**src/hdl/ptq_pkg.sv**
```systemverilog
`timescale 1ns / 1ps
`default_nettype none

package ptq_pkg;

    // Operation codes carried by the kind field of a command word
    typedef enum logic [1:0] {
        OP_INSERT = 2'd0,
        OP_POP    = 2'd1,
        OP_PURGE  = 2'd2,
        OP_FLUSH  = 2'd3
    } op_t;

    // Result status codes
    typedef enum logic [1:0] {
        STAT_INSERTED = 2'd0,
        STAT_FULL     = 2'd1,
        STAT_EMPTY    = 2'd2,
        STAT_REMOVED  = 2'd3
    } status_t;

    // One stored queue entry
    typedef struct packed {
        logic [7:0]  kind;
        logic [7:0]  prio;
        logic [15:0] tag;
    } entry_t;

    // Command word
    typedef struct packed {
        logic [1:0]  kind;
        logic [15:0] task_tag;
        logic [7:0]  task_priority;
        logic [7:0]  task_kind;
    } in_word_t;

    // Result word
    typedef struct packed {
        logic [1:0]  status;
        logic [15:0] out_tag;
        logic [7:0]  out_priority;
        logic [7:0]  out_kind;
        logic        last_of_run;
        logic [4:0]  occupancy;
    } out_word_t;

    // Occupancy field keeps the low five bits of the count
    function automatic logic [4:0] occ_bits(input logic [31:0] value);
        return value[4:0];
    endfunction

endpackage

`default_nettype wire

```
**src/hdl/ptq_stream_if.sv**
```systemverilog
`timescale 1ns / 1ps
`default_nettype none

interface ptq_stream_if #(
    parameter type payload_t = logic
);
    logic     valid;
    logic     ready;
    payload_t payload;

    modport source (output valid, output payload, input ready);
    modport sink   (input valid, input payload, output ready);
endinterface

`default_nettype wire

```
**src/hdl/ptq_mem.sv**
```systemverilog
`timescale 1ns / 1ps
`default_nettype none

module ptq_mem #(
    parameter int QUEUE_DEPTH = 16,
    parameter int IW          = 4
) (
    input  wire logic             clk,
    input  wire logic             wr_en,
    input  wire logic [IW-1:0]    wr_addr,
    input  wire ptq_pkg::entry_t  wr_data,
    input  wire logic             rd_en,
    input  wire logic [IW-1:0]    rd_addr,
    output ptq_pkg::entry_t       rd_data
);

    ptq_pkg::entry_t mem_reg [QUEUE_DEPTH];
    ptq_pkg::entry_t rd_data_reg;

    // Write one entry
    always_ff @(posedge clk)
    begin
        if (wr_en)
        begin
            mem_reg[wr_addr] <= wr_data;
        end
    end

    // Registered read, held while no read is issued
    always_ff @(posedge clk)
    begin
        if (rd_en)
        begin
            rd_data_reg <= mem_reg[rd_addr];
        end
    end

    assign rd_data = rd_data_reg;

endmodule

`default_nettype wire

```
**src/hdl/ptq_seq.sv**
```systemverilog
`timescale 1ns / 1ps
`default_nettype none

module ptq_seq #(
    parameter int QUEUE_DEPTH = 16,
    parameter int IW          = 4,
    parameter int CW          = 5
) (
    input  wire logic            clk,
    input  wire logic            rst_n,
    input  wire logic            in_valid,
    output logic                 in_ready,
    input  wire ptq_pkg::in_word_t in_word,
    output logic                 emit_valid,
    output ptq_pkg::out_word_t   emit_word,
    input  wire logic            emit_free,
    output logic                 rd_en,
    output logic [IW-1:0]        rd_addr,
    input  wire ptq_pkg::entry_t rd_data,
    output logic                 wr_en,
    output logic [IW-1:0]        wr_addr,
    output ptq_pkg::entry_t      wr_data
);

    localparam logic [CW-1:0] FULL_CNT = CW'(QUEUE_DEPTH);

    typedef enum logic [2:0] {
        ST_IDLE = 3'b001,
        ST_RUN  = 3'b010,
        ST_FIN  = 3'b100
    } state_t;

    state_t                  state_reg, state_next;
    ptq_pkg::op_t            op_reg, op_next;
    ptq_pkg::in_word_t       req_reg, req_next;
    logic [CW-1:0]           count_reg, count_next;
    logic [IW-1:0]           rd_idx_reg, rd_idx_next;
    logic [CW-1:0]           rd_left_reg, rd_left_next;
    logic                    b_vld_reg, b_vld_next;
    logic [IW-1:0]           b_idx_reg, b_idx_next;
    logic [CW-1:0]           pos_reg, pos_next;
    logic [CW-1:0]           removed_reg, removed_next;
    ptq_pkg::entry_t         res_reg, res_next;
    ptq_pkg::status_t        res_status_reg, res_status_next;
    logic [4:0]              res_occ_reg, res_occ_next;

    ptq_pkg::entry_t         new_entry;
    logic                    match;
    logic                    stall;
    logic                    stop;
    logic [CW-1:0]           count_m1;
    logic [CW-1:0]           count_p1;
    logic [CW-1:0]           purge_left;

    assign new_entry.kind = req_reg.task_kind;
    assign new_entry.prio = req_reg.task_priority;
    assign new_entry.tag  = req_reg.task_tag;
    assign match          = (rd_data.kind == req_reg.task_kind);
    assign count_m1       = count_reg - CW'(1);
    assign count_p1       = count_reg + CW'(1);
    assign purge_left     = count_reg - removed_reg - CW'(1);
    assign in_ready       = (state_reg == ST_IDLE);

    // Hold a purge step while an earlier removed word cannot leave
    assign stall = b_vld_reg && (op_reg == ptq_pkg::OP_PURGE) && match
                   && (removed_reg != '0) && !emit_free;

    always_comb
    begin
        state_next      = state_reg;
        op_next         = op_reg;
        req_next        = req_reg;
        count_next      = count_reg;
        rd_idx_next     = rd_idx_reg;
        rd_left_next    = rd_left_reg;
        b_vld_next      = b_vld_reg;
        b_idx_next      = b_idx_reg;
        pos_next        = pos_reg;
        removed_next    = removed_reg;
        res_next        = res_reg;
        res_status_next = res_status_reg;
        res_occ_next    = res_occ_reg;
        rd_en           = 1'b0;
        rd_addr         = rd_idx_reg;
        wr_en           = 1'b0;
        wr_addr         = b_idx_reg;
        wr_data         = rd_data;
        emit_valid      = 1'b0;
        emit_word       = '0;
        stop            = 1'b0;

        unique case (state_reg)
            ST_IDLE:
            begin
                // Take a command word and set up the walk
                if (in_valid)
                begin
                    req_next     = in_word;
                    op_next      = ptq_pkg::op_t'(in_word.kind);
                    b_vld_next   = 1'b0;
                    removed_next = '0;
                    res_next     = '0;
                    res_occ_next = ptq_pkg::occ_bits(32'(count_reg));
                    rd_left_next = count_reg;
                    rd_idx_next  = '0;
                    pos_next     = '0;
                    unique case (ptq_pkg::op_t'(in_word.kind))
                        ptq_pkg::OP_INSERT:
                        begin
                            if (count_reg == FULL_CNT)
                            begin
                                res_status_next = ptq_pkg::STAT_FULL;
                                state_next      = ST_FIN;
                            end
                            else
                            begin
                                res_status_next = ptq_pkg::STAT_INSERTED;
                                pos_next        = count_reg;
                                rd_idx_next     = count_m1[IW-1:0];
                                state_next      = ST_RUN;
                            end
                        end
                        ptq_pkg::OP_POP:
                        begin
                            if (count_reg == '0)
                            begin
                                res_status_next = ptq_pkg::STAT_EMPTY;
                                res_occ_next    = '0;
                                state_next      = ST_FIN;
                            end
                            else
                            begin
                                res_status_next = ptq_pkg::STAT_REMOVED;
                                state_next      = ST_RUN;
                            end
                        end
                        ptq_pkg::OP_PURGE:
                        begin
                            res_status_next = ptq_pkg::STAT_EMPTY;
                            state_next      = ST_RUN;
                        end
                        ptq_pkg::OP_FLUSH:
                        begin
                            res_status_next = (count_reg != '0) ? ptq_pkg::STAT_REMOVED
                                                                : ptq_pkg::STAT_EMPTY;
                            res_occ_next    = '0;
                            count_next      = '0;
                            state_next      = ST_FIN;
                        end
                        default:
                        begin
                            state_next = ST_FIN;
                        end
                    endcase
                end
            end

            ST_RUN:
            begin
                if (!stall)
                begin
                    // Process the entry from the last issued read
                    if (b_vld_reg)
                    begin
                        unique case (op_reg)
                            ptq_pkg::OP_INSERT:
                            begin
                                wr_en   = 1'b1;
                                wr_addr = b_idx_reg + IW'(1);
                                if (rd_data.prio > req_reg.task_priority)
                                begin
                                    wr_data  = rd_data;
                                    pos_next = CW'(b_idx_reg);
                                end
                                else
                                begin
                                    wr_data = new_entry;
                                    stop    = 1'b1;
                                end
                            end
                            ptq_pkg::OP_POP:
                            begin
                                if (b_idx_reg == '0)
                                begin
                                    res_next = rd_data;
                                end
                                else
                                begin
                                    wr_en   = 1'b1;
                                    wr_addr = b_idx_reg - IW'(1);
                                end
                            end
                            ptq_pkg::OP_PURGE:
                            begin
                                if (match)
                                begin
                                    // Release the previous removed word, keep this one
                                    if (removed_reg != '0)
                                    begin
                                        emit_valid             = 1'b1;
                                        emit_word.status       = ptq_pkg::STAT_REMOVED;
                                        emit_word.out_tag      = res_reg.tag;
                                        emit_word.out_priority = res_reg.prio;
                                        emit_word.out_kind     = res_reg.kind;
                                        emit_word.last_of_run  = 1'b0;
                                        emit_word.occupancy    = res_occ_reg;
                                    end
                                    res_next        = rd_data;
                                    res_status_next = ptq_pkg::STAT_REMOVED;
                                    res_occ_next    = ptq_pkg::occ_bits(32'(purge_left));
                                    removed_next    = removed_reg + CW'(1);
                                end
                                else
                                begin
                                    // Compact the kept entry down
                                    wr_en    = 1'b1;
                                    wr_addr  = pos_reg[IW-1:0];
                                    pos_next = pos_reg + CW'(1);
                                end
                            end
                            default:
                            begin
                            end
                        endcase
                    end

                    // Issue the next read
                    if ((rd_left_reg != '0) && !stop)
                    begin
                        rd_en        = 1'b1;
                        b_vld_next   = 1'b1;
                        b_idx_next   = rd_idx_reg;
                        rd_left_next = rd_left_reg - CW'(1);
                        rd_idx_next  = (op_reg == ptq_pkg::OP_INSERT) ? rd_idx_reg - IW'(1)
                                                                     : rd_idx_reg + IW'(1);
                    end
                    else
                    begin
                        b_vld_next = 1'b0;
                    end

                    // Close the walk
                    if (stop)
                    begin
                        count_next   = count_p1;
                        res_occ_next = ptq_pkg::occ_bits(32'(count_p1));
                        state_next   = ST_FIN;
                    end
                    else if (!b_vld_reg && (rd_left_reg == '0))
                    begin
                        unique case (op_reg)
                            ptq_pkg::OP_INSERT:
                            begin
                                wr_en        = 1'b1;
                                wr_addr      = pos_reg[IW-1:0];
                                wr_data      = new_entry;
                                count_next   = count_p1;
                                res_occ_next = ptq_pkg::occ_bits(32'(count_p1));
                            end
                            ptq_pkg::OP_POP:
                            begin
                                count_next   = count_m1;
                                res_occ_next = ptq_pkg::occ_bits(32'(count_m1));
                            end
                            ptq_pkg::OP_PURGE:
                            begin
                                count_next = pos_reg;
                            end
                            default:
                            begin
                            end
                        endcase
                        state_next = ST_FIN;
                    end
                end
            end

            ST_FIN:
            begin
                // Send the closing word
                if (emit_free)
                begin
                    emit_valid             = 1'b1;
                    emit_word.status       = res_status_reg;
                    emit_word.out_tag      = res_reg.tag;
                    emit_word.out_priority = res_reg.prio;
                    emit_word.out_kind     = res_reg.kind;
                    emit_word.last_of_run  = 1'b1;
                    emit_word.occupancy    = res_occ_reg;
                    state_next             = ST_IDLE;
                end
            end

            default:
            begin
                state_next = ST_IDLE;
            end
        endcase
    end

    // Control state
    always_ff @(posedge clk or negedge rst_n)
    begin
        if (!rst_n)
        begin
            state_reg   <= ST_IDLE;
            count_reg   <= '0;
            b_vld_reg   <= 1'b0;
            rd_left_reg <= '0;
        end
        else
        begin
            state_reg   <= state_next;
            count_reg   <= count_next;
            b_vld_reg   <= b_vld_next;
            rd_left_reg <= rd_left_next;
        end
    end

    // Walk and result payload
    always_ff @(posedge clk)
    begin
        op_reg         <= op_next;
        req_reg        <= req_next;
        rd_idx_reg     <= rd_idx_next;
        b_idx_reg      <= b_idx_next;
        pos_reg        <= pos_next;
        removed_reg    <= removed_next;
        res_reg        <= res_next;
        res_status_reg <= res_status_next;
        res_occ_reg    <= res_occ_next;
    end

endmodule

`default_nettype wire

```
**src/hdl/priority_task_queue_core.sv**
```systemverilog
`timescale 1ns / 1ps
`default_nettype none
// Full insert, empty pop and flush go straight to their closing word after accept;
// insert, pop and purge walk the entry memory one entry per cycle while purge is not
// held by rsp (insert stops early at its sorted place).
// Throughput: one command in flight; the next is taken once the last word is loaded
// into the output register. The single-port read of the entry memory sets the walk
// rate; purge also waits on rsp.
// Reset clears the entry count and the control state; the entry memory is not cleared.

module priority_task_queue_core #(
    parameter int QUEUE_DEPTH = 16
) (
    input  wire logic  clk,
    input  wire logic  rst_n,
    ptq_stream_if.sink   cmd,
    ptq_stream_if.source rsp
);

    localparam int IW = $clog2(QUEUE_DEPTH);
    localparam int CW = $clog2(QUEUE_DEPTH + 1);

    logic                 rd_en;
    logic [IW-1:0]        rd_addr;
    ptq_pkg::entry_t      rd_data;
    logic                 wr_en;
    logic [IW-1:0]        wr_addr;
    ptq_pkg::entry_t      wr_data;
    logic                 emit_valid;
    ptq_pkg::out_word_t   emit_word;
    logic                 emit_free;
    logic                 out_vld_reg, out_vld_next;
    ptq_pkg::out_word_t   out_word_reg;

    ptq_mem #(
        .QUEUE_DEPTH (QUEUE_DEPTH),
        .IW          (IW)
    ) u_mem (
        .clk     (clk),
        .wr_en   (wr_en),
        .wr_addr (wr_addr),
        .wr_data (wr_data),
        .rd_en   (rd_en),
        .rd_addr (rd_addr),
        .rd_data (rd_data)
    );

    ptq_seq #(
        .QUEUE_DEPTH (QUEUE_DEPTH),
        .IW          (IW),
        .CW          (CW)
    ) u_seq (
        .clk        (clk),
        .rst_n      (rst_n),
        .in_valid   (cmd.valid),
        .in_ready   (cmd.ready),
        .in_word    (cmd.payload),
        .emit_valid (emit_valid),
        .emit_word  (emit_word),
        .emit_free  (emit_free),
        .rd_en      (rd_en),
        .rd_addr    (rd_addr),
        .rd_data    (rd_data),
        .wr_en      (wr_en),
        .wr_addr    (wr_addr),
        .wr_data    (wr_data)
    );

    // Output register is free when empty or being taken
    assign emit_free = !out_vld_reg || rsp.ready;

    always_comb
    begin
        out_vld_next = out_vld_reg;
        if (emit_valid)
        begin
            out_vld_next = 1'b1;
        end
        else if (rsp.ready)
        begin
            out_vld_next = 1'b0;
        end
    end

    always_ff @(posedge clk or negedge rst_n)
    begin
        if (!rst_n)
        begin
            out_vld_reg <= 1'b0;
        end
        else
        begin
            out_vld_reg <= out_vld_next;
        end
    end

    // Load the result word
    always_ff @(posedge clk)
    begin
        if (emit_valid)
        begin
            out_word_reg <= emit_word;
        end
    end

    assign rsp.valid   = out_vld_reg;
    assign rsp.payload = out_word_reg;

endmodule

`default_nettype wire

```
**src/flat_wrapper.sv**
```systemverilog
// flat-port wrapper written by rule: the top's interface ports become plain ports
module priority_task_queue_core_flat 
#(
    parameter int QUEUE_DEPTH = 16
)
  (clk, rst_n, cmd_valid, cmd_payload, cmd_ready, rsp_valid, rsp_payload, rsp_ready);
  ptq_stream_if cmd_i ();
  ptq_stream_if rsp_i ();
  input  wire logic clk;
  input  wire logic rst_n;
  input wire logic [$bits(cmd_i.valid)-1:0] cmd_valid;
  input wire logic [$bits(cmd_i.payload)-1:0] cmd_payload;
  output wire logic [$bits(cmd_i.ready)-1:0] cmd_ready;
  output wire logic [$bits(rsp_i.valid)-1:0] rsp_valid;
  output wire logic [$bits(rsp_i.payload)-1:0] rsp_payload;
  input wire logic [$bits(rsp_i.ready)-1:0] rsp_ready;
  assign cmd_i.valid = cmd_valid;
  assign cmd_i.payload = cmd_payload;
  assign cmd_ready = cmd_i.ready;
  assign rsp_valid = rsp_i.valid;
  assign rsp_payload = rsp_i.payload;
  assign rsp_i.ready = rsp_ready;
  priority_task_queue_core #(.QUEUE_DEPTH(QUEUE_DEPTH)) u_core (.clk(clk), .rst_n(rst_n), .cmd(cmd_i), .rsp(rsp_i));
endmodule
```
**config.mk**
```make
export PLATFORM = sky130hd
export DESIGN_NAME = priority_task_queue_core_flat
export DESIGN_NICKNAME = d
export VERILOG_FILES = /design/src/hdl/ptq_pkg.sv /design/src/hdl/ptq_stream_if.sv /design/src/hdl/ptq_mem.sv /design/src/hdl/ptq_seq.sv /design/src/hdl/priority_task_queue_core.sv /design/src/flat_wrapper.sv
export SDC_FILE = /design/constraint.sdc
export NUM_CORES = 1
export LEC_CHECK = 0
export ABC_CLOCK_PERIOD_IN_PS = 5500
export BUFFER_PORTS_ARGS = -buffer_cell sky130_fd_sc_hd__buf_4
export CORE_MARGIN = 8
export CORE_UTILIZATION = 25
export CTS_CLUSTER_DIAMETER = 30
export CTS_CLUSTER_SIZE = 12
export DETAILED_ROUTE_END_ITERATION = 16
export GPL_ROUTABILITY_DRIVEN = 0
export PLACE_DENSITY = 0.38
export SYNTH_ARGS = -nofsm -noshare
export SYNTH_HDL_FRONTEND = slang
export SYNTH_SLANG_ARGS = --single-unit
```
**constraint.sdc**
```tcl
create_clock -name clk -period 5.5 [get_ports clk]
set_input_delay 1.1 -clock clk [delete_from_list [all_inputs] [get_ports clk]]
set_output_delay 1.1 -clock clk [all_outputs]
set_load 0.1 [all_outputs]
```
# After elaboration in Yosys (flattened, before gate mapping)
# Memory sizes are Yosys's and may differ from the RTL's. A register that Yosys moved wholly into a read port is not among the register bits.
# Index checks and enable logic that the tools add are counted.
[op_classes]
addsub = 5
order_cmp = 1
eq_ne = 10
mux = 47
n_reduce_logical = 20
[op_table]
columns = ["cell", "n"]
rows = [
  ["$mux 32", 5],
  ["$mux 4", 11],
  ["$mux 5", 4],
  ["$mux 1", 16],
  ["$pmux 4 s2", 2],
  ["$mux 3", 5],
  ["$ne 2x2->1 const B", 5],
  ["$pmux 5 s2", 1],
  ["$reduce_and 2->1", 5],
  ["$pmux 3 s3", 1],
  ["$reduce_and 3->1", 3],
  ["$gt 8x1->1 const B", 1],
  ["$sub 4x1->4 const B", 2],
  ["$reduce_bool 2->1", 3],
  ["$add 5x1->5 const B", 1],
  ["$eq 5x5->1 const B", 1],
  ["$logic_not 5->1", 1],
  ["$reduce_bool 5->1", 1],
  ["$sub 5x1->5 const B", 1],
  ["$add 4x1->4 const B", 1],
  ["$pmux 1 s2", 2],
  ["$reduce_and 4->1", 1],
  ["$eq 3x1->1 const B", 1],
  ["$eq 3x2->1 const B", 1],
  ["5 further kinds", 8],
]
[totals]
register_bits = 30
ram_bits = 512
inputBits = 5
out_inout_bits = 3
elab_cells = 95
mem_count = 1
[memory_table]
columns = ["memory", "depth", "word_bits", "rd", "rd_ports_with_merged_regs", "write_ports", "line_no", "text"]
rows = [
  ["u_core.u_mem.mem_reg", 16, 32, 1, 1, 1, "ptq_mem.sv:17", "ptq_pkg::entry_t mem_reg [QUEUE_DEPTH];"],
]

# Depth between registers and ports, before layout
[depth]
depth_word = 8
mapped_depth = 8
mapped_depth_nobuf = 7

# By module
# From an unflattened synthesis, not the netlist that was laid out.
[hier_totals]
cells_unflattened = 1423
area_unflattened_um2 = 26795.7
[modules_own_cells]
columns = ["module", "n_inst", "cells_each", "area_each_um2", "seq_area_each_um2"]
rows = [
  ["ptq_mem", 1, 838, 20156.8, 16335.7],
  ["ptq_seq", 1, 580, 6557.5, 3084.2],
  ["priority_task_queue_core", 1, 5, 81.3, 55.1],
]

# Worst setup path after synthesis
# Ideal clock, no wire load.
[synth_path]
kind = "reg-to-output"
startpoint = "register u_core.u_seq.state_reg[0]"
endpoint = "output port cmd_ready"
t_arrival_ns = 2.808
required_ns = 4.400
path_slack_ns = 1.592
stages_incl_launch_ff = 2
n_path_buf = 0
cell_sequence = "dfstp_2 > nor3b_1"
[synth_between]
elab_chain_len = 1
[synth_lines]
columns = ["item", "line_no", "text"]
rows = [
  ["start, declared", "ptq_seq.sv:33", "state_t state_reg, state_next;"],
  ["start signal, assigned", "ptq_seq.sv:313", "state_reg <= state_next;"],
  ["$eq 3x1->1", "ptq_seq.sv:62", "assign in_ready = (state_reg == ST_IDLE);"],
  ["end, declared", "flat_wrapper.sv:13", "output wire logic [$bits(cmd_i.ready)-1:0] cmd_ready;"],
]
# Every way passes these cells.

# Final worst setup path
[layout_path]
startpoint = "register u_core.u_seq.rd_left_reg[0]"
endpoint = "memory u_core.u_mem.mem_reg[5][18] (netlist name) (enable)"
[layout_between]
elab_chain_len = 7
word_cells_on_any_way = 10
classes_between = "mux: 8; reduce/logical: 2"
[layout_lines]
columns = ["item", "line_no", "text"]
rows = [
  ["start, declared", "ptq_seq.sv:38", "logic [CW-1:0] rd_left_reg, rd_left_next;"],
  ["start signal, assigned", "ptq_seq.sv:316", "rd_left_reg <= rd_left_next;"],
  ["$logic_not 5->1 *", "ptq_seq.sv:249", "else if (!b_vld_reg && (rd_left_reg == '0))"],
  ["$logic_and 1x1->1 *", "ptq_seq.sv:249", ""],
  ["$mux 1", "ptq_seq.sv:249", ""],
  ["$mux 1", "ptq_seq.sv:243", "if (stop)"],
  ["$mux 1", "ptq_seq.sv:92", "unique case (state_reg)"],
  ["$mux 1", "ptq_mem.sv:23", "if (wr_en)"],
  ["$mux 1 (implied by the code)", "ptq_mem.sv:25", "mem_reg[wr_addr] <= wr_data;"],
  ["end, declared", "ptq_mem.sv:17", ""],
]
# Mark *: on every way between the ends. The rest lies on a longest branch, timed or not.

==> results by group <==
Setup path
  – Worst R2R End: u_core.u_mem.mem_reg[5][18]
  – Crit path DAT: 3.49 ns
  – Register-to-Register Path Depth: 7
  – Setup crit start kind: flip-flop
  – Crit end category: flip-flop
  – Critical Path End: u_core.u_mem.mem_reg[5][18]
  – Crit path launch: u_core.u_seq.rd_left_reg[0]
  – Worst r2r src: u_core.u_seq.rd_left_reg[0]
  – FF-to-FF setup slack: 2.06 ns
  – CP Max Fanout: 8
  – Worst EP required: 5.55 ns
  – Crit path kind: reg -> reg

Timing
  – Minimum clock period: 3.441 ns
  – Slew Viols, Final: 0
  – Setup TNS: 0 ns
  – Slew margin rel.: 15.82%
  – Hold_ws: 0.5242 ns
  – Final worst setup slack: 2.059 ns
  – Skew final: 0.01616 ns
  – Tcrit/Tclk final: 62.56%
  – Fmax: 290.7 MHz
  – Slew of the pin with the lowest slew margin: 1.260 ns
  – RSZ-0062 raised after global routing: no
  – Total count of hold-check failures in the final report: 0
  – Final setup viols: 0

Place
  – DPL Wire Length: 9.880 mm
  – PortBufs: 6
  – Worst slack at placement: 2.020 ns

Die
  – Rows: 60
  – Die Wd: 181.6 um
  – Die footprint: 32,980 um2
  – Initial Util: 25.44%
  – Core area: 26,950 um2
  – I/O pin cnt: 8
  – Die Y: 181.6 um

Global routing
  – Vias in the first global route: 3,755
  – Global-route wire length before repair: 24.16 mm
  – Grt ovf: 0
  – Global Route Usage Sum: 10.03%
  – Largest net degree at the start of global routing: 37
  – Initial antenna violation count: 1

Synthesis
  – Yosys warnings: 0
  – Biggest area consumer among synthesized cells: edfxtp_1
  – Post-synth EDFFs: 150
  – Share of the synthesized area in the top cell type: 65.71%
  – Net Count, Synth: 392
  – Number of synthesized register bits: 165
  – Fraction of registers with async set/reset: 9.091%
  – Most common library cells after synthesis: 150 x edfxtp_1, 40 x mux4_2, 24 x nor3_1, 20 x nand2_1, 14 x dfrtp_1
  – Most numerous cell in the Yosys netlist: edfxtp_1
  – Cell count after synthesis: 381
  – Mapped cell area: 6855 um2
  – Post-synth top flop: edfxtp_1
  – Synth area leaders: edfxtp_1 66%, mux4_2 13%, dfrtp_1 5.1%
  – Mapped Avg Cell Area: 17.99 um2
  – Post-synth cell types: 51
  – Seq/Total Area, Yosys: 71.20%

Finish
  – Number of flip-flops in the largest register: 128
  – Diodes inserted: 0
  – Layout cells sized above 1: 25.60%
  – Area Growth Syn to Fin: 16.43%
  – Total Nets Final: 413
  – Fill cells: 2,603
  – FF/Latch Area: 4881 um2
  – Multi-input logic area: 1906 um2

Routing
  – TritonRoute pass-1 iters: 4
  – Routed vias/inst: 4.657
  – DR iter-0 viols: 277
  – Final wirelength: 15.77 mm
  – DRC viols: 0
  – Via Count: 3,516
  – Routed Antenna Nets: 0
  – WL/cell: 20.89 um

Clock network
  – Root Buffer Master: clkbuf_16
  – Clock Sinks: 165
  – CTS Hold Bufs: 0
  – Clock Latency Late Sink: 0.43 ns
  – Number of H-tree levels: 4
  – CTS max path bufs: 2
  – Post-CTS Setup Bufs: 0
  – CTS tree: yes
  – Clk slew on worst S/H paths: 0.07 ns
  – Resized Gates After CTS: 0
  – TritonCTS buffer count: 17

Run status
  – Status: finished clean

Pwr
  – Combinational group share of total power: 28.3%
  – Maximum vdd drop: 0.2077 mV
  – Leakage: 2.574 nW
  – Switching power: 1.284 mW
  – Overall Power: 4.066 mW
  – Flop pwr share: 42.1%
  – Switching Fraction: 31.58%
  – PwrDens: 509.4 nW/um2
  – Pint: 2.782 mW
  – Clock Power Share: 29.7%

Hold path
  – Type of the tightest min-delay check: in -> async

Run
  – Maxcap violations: 0
-- cell usage in the layout (no fill, tap or decap), types with 9 or more instances in the layout --
| cell | synthesis | layout |
|---|---|---|
| nor2_1 | 11 | 11 |
| nor2b_1 | 9 | 9 |
| nand3_1 | 9 | 9 |
| mux4_2 | 40 | 40 |
| xnor2_1 | 9 | 9 |
| nor3_1 | 24 | 16 |
| inv_1 | 9 | 9 |
| dfrtp_1 | 14 | 14 |
| clkbuf_16 | 0 | 17 |
| nand2_1 | 20 | 20 |
| buf_4 | 0 | 20 |
| edfxtp_1 | 150 | 150 |
-- power by group through the flow --
| stage | clock [mW] | combinational (mW) | sequential, mW |
|---|---|---|---|
| floorplan | 0 | 0.879 | 1.66 |
| global placement | 0 | 1.16 | 1.73 |
| detailed placement | 0 | 1.17 | 1.74 |
| CTS | 1.24 | 1.18 | 1.71 |
| global route | 1.28 | 1.27 | 1.73 |
| finish | 1.21 | 1.15 | 1.71 |
-- logic make-up after synthesis --
| group | share of synthesized area [%] |
|---|---|
| AND/OR/NAND/NOR | 8.012 |
| buffers and inverters | 1.588 |
| XOR/XNOR | 1.278 |
| multiplexers | 13.60 |
| flip-flops | 71.20 |
| AO/OA/AOI/OAI | 3.230 |
| adder cells (fa/ha/maj) | 1.095 |
-- worst min-delay path by stage --
stage                                     start                        end  slack (ns)  depth (start not counted)
finish                                    rst_n           u_core.rsp.valid        0.52                          1
floorplan               u_core.u_seq.rd_addr[0]  u_core.u_seq.b_idx_reg[0]        0.42                          0
global route                              rst_n  u_core.u_seq.count_reg[3]        0.51                          1
CTS                                       rst_n  u_core.u_seq.count_reg[3]        0.51                          1
global placement    u_core.u_seq.res_occ_reg[0]         u_core.rsp.payload        0.51                          1
detailed placement  u_core.u_seq.res_occ_reg[0]         u_core.rsp.payload        0.51                          1
-- layer usage --
| layer | track usage (%) | share of wire [%] | vias to the layer above |
|---|---|---|---|
| li1 | - | - | 1575 |
| met5 | 0 | 0 | - |
| met2 | 16.43 | 50 | 41 |
| met1 | 12.87 | 46 | 1889 |
| met4 | 3.575 | 1.1 | 0 |
| met3 | 2.236 | 2.7 | 11 |
-- critical path, stage by stage (launching register included) --
cell,delay (ns)
dfrtp_1,0.38
inv_1,0.12
ha_1,0.19
nor4b_2,0.53
nor3_1,0.13
nor3_1,0.57
nand2_1,0.27
nor3_2,0.86
-- area by class of cell --
cell class,count,share of cell area (%)
Clock buffer,19,5.424
Clock inverter,12,1.897
Inverter,9,0.4233
Multi-Input combinational cell,189,23.88
Sequential cell,165,61.15
Tap cell,341,5.346
Timing Repair Buffer,20,1.881
-- through the flow --
step | utilization (%) | std cells | area [um2]
3_3_place_gp | 27.45 | 724 | 7397
5_1_grt | 29.61 | 755 | 7981
3_5_place_dp | 27.45 | 724 | 7397
6_report | 29.61 | 755 | 7981
2_1_floorplan | - | 381 | 6855
4_1_cts | 29.61 | 755 | 7981
Power figures use the tool's default switching activity.
